--- config.mk ---
export PLATFORM = sky130hd
export DESIGN_NAME = odf_seq
export DESIGN_NICKNAME = d
export VERILOG_FILES = /design/src/rtl/odf_pkg.sv /design/src/rtl/odf_seq.sv
export SDC_FILE = /design/constraint.sdc
export NUM_CORES = 1
export LEC_CHECK = 0
export ABC_CLOCK_PERIOD_IN_PS = 2650
export BUFFER_PORTS_ARGS = -buffer_cell sky130_fd_sc_hd__buf_4
export CORE_AREA = 2 2 50 52
export DETAILED_ROUTE_END_ITERATION = 10
export DIE_AREA = 0 0 52 54
export PLACE_DENSITY = 0.72
export SLEW_MARGIN = 30
export SYNTH_ARGS = -nofsm -noshare
export SYNTH_HDL_FRONTEND = slang
export SYNTH_SLANG_ARGS = --single-unit
--- constraint.sdc ---
create_clock -name i_clk -period 2.65 [get_ports i_clk]
set_input_delay 0.265 -clock i_clk [delete_from_list [all_inputs] [get_ports i_clk]]
set_output_delay 0.265 -clock i_clk [all_outputs]
set_load 0.02 [all_outputs]
--- src/rtl/odf_pkg.sv ---
package odf_pkg;

    localparam int ODF_DEPTH = 64;
    localparam int KEY_W     = 31;
    localparam int PAYLOAD_W = 64;
    localparam int DEST_W    = 6;

    typedef struct packed {
        logic [KEY_W-1:0]     key;
        logic [PAYLOAD_W-1:0] payload;
        logic                 valid;
        logic [DEST_W-1:0]    dest;
    } t_rec;

    // datapath actions
    typedef logic [3:0] t_act;
    localparam t_act A_NONE      = 4'd0;
    localparam t_act A_LOAD      = 4'd1;
    localparam t_act A_STEP_ONE  = 4'd2;
    localparam t_act A_STEP_GROW = 4'd3;
    localparam t_act A_I_TOP     = 4'd4;
    localparam t_act A_READ      = 4'd5;
    localparam t_act A_WR_LO     = 4'd6;
    localparam t_act A_WR_HI     = 4'd7;
    localparam t_act A_I_DEC     = 4'd8;
    localparam t_act A_STEP_HALF = 4'd9;
    localparam t_act A_I_ZERO    = 4'd10;
    localparam t_act A_EMIT      = 4'd11;
    localparam t_act A_CLEAR     = 4'd12;

    // wait conditions: the step holds until met
    typedef logic [1:0] t_wait;
    localparam t_wait W_NONE = 2'd0;
    localparam t_wait W_IN   = 2'd1;
    localparam t_wait W_OUT  = 2'd2;

    // jump conditions
    typedef logic [3:0] t_cond;
    localparam t_cond C_NEVER        = 4'd0;
    localparam t_cond C_ALWAYS       = 4'd1;
    localparam t_cond C_NOT_LAST     = 4'd2;
    localparam t_cond C_N_SMALL      = 4'd3;
    localparam t_cond C_GROW         = 4'd4;
    localparam t_cond C_OUT_RANGE    = 4'd5;
    localparam t_cond C_NO_SWAP      = 4'd6;
    localparam t_cond C_I_NONZERO    = 4'd7;
    localparam t_cond C_STEP_NOT_ONE = 4'd8;
    localparam t_cond C_NOT_END      = 4'd9;

    typedef logic [3:0] t_pc;
    localparam t_pc PC_LOAD    = 4'd0;
    localparam t_pc PC_STEP1   = 4'd1;
    localparam t_pc PC_GROW    = 4'd2;
    localparam t_pc PC_PASS    = 4'd3;
    localparam t_pc PC_READ    = 4'd4;
    localparam t_pc PC_CHECK   = 4'd5;
    localparam t_pc PC_WR_LO   = 4'd6;
    localparam t_pc PC_WR_HI   = 4'd7;
    localparam t_pc PC_NEXT    = 4'd8;
    localparam t_pc PC_HALVE   = 4'd9;
    localparam t_pc PC_EMIT0   = 4'd10;
    localparam t_pc PC_EMIT_RD = 4'd11;
    localparam t_pc PC_EMIT    = 4'd12;
    localparam t_pc PC_FINISH  = 4'd13;

    typedef struct packed {
        t_act  act;
        t_wait wt;
        t_cond cond;
        t_pc   target;
    } t_uword;

    typedef struct packed {
        logic in_valid;
        logic in_last;
        logic out_free;
        logic n_small;
        logic grow;
        logic out_range;
        logic no_swap;
        logic i_nonzero;
        logic step_not_one;
        logic not_end;
    } t_flags;

    typedef struct packed {
        t_act act;
        logic fire;
    } t_ctl;

    // microprogram: on a true condition jump to target, else fall through
    function automatic t_uword odf_rom(input t_pc pc);
        unique case (pc)
            PC_LOAD:    odf_rom = '{act: A_LOAD,      wt: W_IN,   cond: C_NOT_LAST,
                                    target: PC_LOAD};
            PC_STEP1:   odf_rom = '{act: A_STEP_ONE,  wt: W_NONE, cond: C_N_SMALL,
                                    target: PC_EMIT0};
            PC_GROW:    odf_rom = '{act: A_STEP_GROW, wt: W_NONE, cond: C_GROW,
                                    target: PC_GROW};
            PC_PASS:    odf_rom = '{act: A_I_TOP,     wt: W_NONE, cond: C_NEVER,
                                    target: PC_LOAD};
            PC_READ:    odf_rom = '{act: A_READ,      wt: W_NONE, cond: C_OUT_RANGE,
                                    target: PC_NEXT};
            PC_CHECK:   odf_rom = '{act: A_NONE,      wt: W_NONE, cond: C_NO_SWAP,
                                    target: PC_NEXT};
            PC_WR_LO:   odf_rom = '{act: A_WR_LO,     wt: W_NONE, cond: C_NEVER,
                                    target: PC_LOAD};
            PC_WR_HI:   odf_rom = '{act: A_WR_HI,     wt: W_NONE, cond: C_NEVER,
                                    target: PC_LOAD};
            PC_NEXT:    odf_rom = '{act: A_I_DEC,     wt: W_NONE, cond: C_I_NONZERO,
                                    target: PC_READ};
            PC_HALVE:   odf_rom = '{act: A_STEP_HALF, wt: W_NONE, cond: C_STEP_NOT_ONE,
                                    target: PC_PASS};
            PC_EMIT0:   odf_rom = '{act: A_I_ZERO,    wt: W_NONE, cond: C_NEVER,
                                    target: PC_LOAD};
            PC_EMIT_RD: odf_rom = '{act: A_READ,      wt: W_NONE, cond: C_NEVER,
                                    target: PC_LOAD};
            PC_EMIT:    odf_rom = '{act: A_EMIT,      wt: W_OUT,  cond: C_NOT_END,
                                    target: PC_EMIT_RD};
            PC_FINISH:  odf_rom = '{act: A_CLEAR,     wt: W_NONE, cond: C_ALWAYS,
                                    target: PC_LOAD};
            default:    odf_rom = '{act: A_NONE,      wt: W_NONE, cond: C_ALWAYS,
                                    target: PC_LOAD};
        endcase
    endfunction

endpackage

--- src/rtl/odf_seq.sv ---
module odf_seq import odf_pkg::*; (
    input  logic   i_clk,
    input  logic   i_rst_n,
    input  t_flags i_flags,
    output t_ctl   o_ctl
);

    t_pc    r_pc;
    t_pc    n_pc;
    t_uword word;
    logic   wait_ok;
    logic   cond_true;

    assign word = odf_rom(r_pc);

    always_comb begin
        unique case (word.wt)
            W_IN:    wait_ok = i_flags.in_valid;
            W_OUT:   wait_ok = i_flags.out_free;
            default: wait_ok = 1'b1;
        endcase
    end

    always_comb begin
        unique case (word.cond)
            C_ALWAYS:       cond_true = 1'b1;
            C_NOT_LAST:     cond_true = !i_flags.in_last;
            C_N_SMALL:      cond_true = i_flags.n_small;
            C_GROW:         cond_true = i_flags.grow;
            C_OUT_RANGE:    cond_true = i_flags.out_range;
            C_NO_SWAP:      cond_true = i_flags.no_swap;
            C_I_NONZERO:    cond_true = i_flags.i_nonzero;
            C_STEP_NOT_ONE: cond_true = i_flags.step_not_one;
            C_NOT_END:      cond_true = i_flags.not_end;
            default:        cond_true = 1'b0;
        endcase
    end

    always_comb begin
        if (!wait_ok) begin
            n_pc = r_pc;
        end else if (cond_true) begin
            n_pc = word.target;
        end else begin
            n_pc = r_pc + t_pc'(1);
        end
    end

    always_ff @(posedge i_clk) begin
        if (!i_rst_n) begin
            r_pc <= PC_LOAD;
        end else begin
            r_pc <= n_pc;
        end
    end

    assign o_ctl.act  = word.act;
    assign o_ctl.fire = wait_ok;

endmodule

==> impl_metrics.py <==
metrics = {
    "die": {
        "die_y_um": 54,
        "start_util_pct": 47.4,
        "die_w_um": 52,
        "rows": 18,
        "core_area_mm2": 0.00232,
        "die_area_mm2": 0.00281,
        "io_pins": 17,
    },
    "critical_path": {
        "crit_required_ns": 2.83,
        "worstSetupPathType": "reg2reg",
        "worstReg2RegEnd": "word[5]$_DFF_P_",
        "crit_path_frequent_cell": "inv_1",
        "crit_end": "word[5]$_DFF_P_",
        "critPathSlowestCell": "dfxtp_4",
        "reg2reg_depth": 11,
        "crit_fanout": 7,
        "r2r-start": "word[6]$_DFF_P_",
        "startpoint": "word[6]$_DFF_P_",
        "rrSetupSlack_ns": 0.15,
        "cp-end-kind": "flop",
        "cp-start-kind": "flop",
        "cp_slowest_stage_delay_ns": 0.39,
        "arrival_ns": 2.68,
        "cp_cell_sequence": "or3b_1 > a32o_2 > a21bo_1 > a31oi_2 > and2_1 > inv_1 > ha_1 > inv_1 > buf_4 > mux2_2 > o21ai_0",
    },
    "finish": {
        "layout_commonest_cell": "buf_4",
        "fin_area_mm2": 0.00132,
        "final_nets": 165,
        "drive_above_1_share_pct": 34.5,
        "fillers": 209,
        "n_antenna_cell": 0,
        "area_growth_pct": 19.8,
        "fin_util_pct": 56.8,
        "most-common-layout-cells": "26 x buf_4, 15 x dfxtp_1, 9 x inv_1",
    },
    "worst_hold_path": {
        "holdCritPathClass": "in2reg",
    },
    "grt": {
        "grt_most_used_layer": "met2",
        "grt_pass1_vias": 887,
        "grt_overflow": 0,
        "grt_pass1_wl_mm": 3.97,
        "grt_max_degree": 13,
        "use_met2_pct": 32.9,
        "use_met1_pct": 24.1,
        "track_usage_pct": 19.4,
        "grtUsageMet3_pct": 2.50,
        "antenna_found_initial": 0,
    },
    "drt": {
        "dr.pass1.iters": 4,
        "drtAntennaViolNets": 0,
        "vias": 987,
        "routed_via_density": 5.64,
        "wl_per_cell_um": 14.3,
        "drt-total-wl_mm": 2.50,
        "initialDrtViolationCount": 22,
        "drc_errors": 0,
    },
    "clock_tree": {
        "postCtsResizedCells": 0,
        "clk_path_buf_depth": 2,
        "htree_num_levels": 1,
        "cts_tree": "built",
        "cts.sinks": 17,
        "cts_setup_buffers": 0,
        "numCtsBuffers": 3,
        "clock_latency_ns": 0.29,
        "cts_hold_buf": 0,
        "cts-root-buf": "clkbuf_4",
        "clk_pin_slew_worst_paths_ns": 0.10,
    },
    "logic_synthesis": {
        "syn_area_mm2": 0.00110,
        "synth_seq_area_share_pct": 30.9,
        "synth_cells": 124,
        "synth_area_leaders": "dfxtp_1 31%, ha_1 8.0%, buf_4 4.1%",
        "synth_edf_count": 0,
        "ys_warn_count": 0,
        "synthFlopType": "dfxtp_1",
        "avgSynthCellArea_um2": 8.87,
        "ys_seq_elements": 17,
        "synth_top_cell_area_share_pct": 30.9,
        "syn_nets": 143,
        "async_flop_share_pct": 0,
        "synth_cell_type_count": 48,
        "synth_area_leader_cell": "dfxtp_1",
    },
    "sta": {
        "finalHoldViolations": 0,
        "period_minus_slack_ns": 2.50,
        "fin_tns_setup_ns": 0,
        "finalCritPeriodShare_pct": 94.3,
        "max_freq_mhz": 400,
        "worst_slew_pin_slew_ns": 0.510,
        "finalSetupViolCount": 0,
        "finalClockSkew_ns": 0.00462,
        "relSlewSlack_pct": 65.7,
        "drv_slew": 0,
        "rsz0062_at_grt": "no",
    },
    "status": {
        "outcome": "complete, no violations",
    },
    "placement": {
        "port_buffers": 16,
        "hpwl_mm": 1.93,
        "gp_congestion": 0.910,
        "placed_area_mm2": 0.00127,
    },
    "power": {
        "power_density_mw_per_mm2": 1120,
        "leakagePower_uw": 0.000591,
        "ir_worst_vdd_uv": 710,
    },
    "job": {
        "drv_cap": 0,
    },
}
==> sequential cells by signal, indices dropped and copies added, names as in the netlist <==
register	flops
r_pc	4
word	13
==> worst max-delay path, delay by kind of cell, from the launching register on <==
kind,cells,cell delay (ns)
flops,1,0.39
compound gates,4,0.81
simple gates,2,0.55
mux,1,0.14
buf+inv,3,0.27
fa+ha+maj,1,0.21
==> layout make-up <==
| class | instances | area (µm²) | area share [%] |
|---|---|---|---|
| Clock inverter | 1 | 5.00 | 0.380 |
| Multi-Input combinational cell | 87 | 671 | 50.9 |
| Tap cell | 30 | 37.5 | 2.85 |
| Clock buffer | 3 | 22.5 | 1.71 |
| Timing Repair Buffer | 26 | 195 | 14.8 |
| Sequential cell | 17 | 345 | 26.2 |
| Inverter | 11 | 41.3 | 3.13 |
==> how the worst min path moves through the flow <==
stage	start	endpoint	depth (start not counted)
global route	i_rst_n	r_pc[1]$_SDFFE_PN0N_	2
global placement	i_rst_n	r_pc[1]$_SDFFE_PN0N_	2
floorplan	r_pc[0]$_SDFFE_PN0N_	r_pc[0]$_SDFFE_PN0N_	2
detailed placement	i_rst_n	r_pc[1]$_SDFFE_PN0N_	2
CTS	i_rst_n	r_pc[1]$_SDFFE_PN0N_	2
finish	i_rst_n	r_pc[1]$_SDFFE_PN0N_	2
==> per-layer routing <==
metal / up-vias / routed length [µm]
met5: - / 0
li1: 493 / -
met4: 0 / 60
met2: 15 / 1250
met3: 6 / 32
met1: 473 / 1160
==> Yosys cell counts, drive strengths merged (3+ instances only) <==
cell,instances
o21ai,6
ha,7
nand2,7
nor3,5
nand3,7
buf,7
a21oi,5
dfxtp,17
inv,11
mux2i,5
nor2,7
a31oi,5
nor2b,3
and2,3
==> cells by family (layout without fill, tap and decap cells) <==
logic type      count (synthesis)  in the layout  synth area share, %
compound gates                 34             34                 25.5
buf+inv                        20             41                 9.10
simple gates                   39             39                 19.8
fa+ha+maj                       7              7                 7.96
flops                          17             17                 30.9
xor+xnor                        1              1                0.797
mux                             6              6                 5.92
==> report_power, final <==
part	internal, µW	total [µW]	switching (µW)
Clock	56.2	139	82.4
Combinational	437	938	501
Sequential	346	404	58.3
Total	838	1480	642
==> stage by stage <==
stage | hold slack (ns) | setup WS (ns) | power [µW] | instances
after floorplan | 0.610 | 0.0829 | 1060 | 124
after global placement | 0.550 | 0.0935 | 1310 | 171
after detailed placement | 0.558 | 0.0803 | 1320 | 171
after CTS | 0.250 | 0.0421 | 1460 | 175
after global routing | 0.251 | 0.0193 | 1580 | 175
final | 0.258 | 0.151 | 1480 | 175
Note: power is estimated with default switching activity, not from simulation.
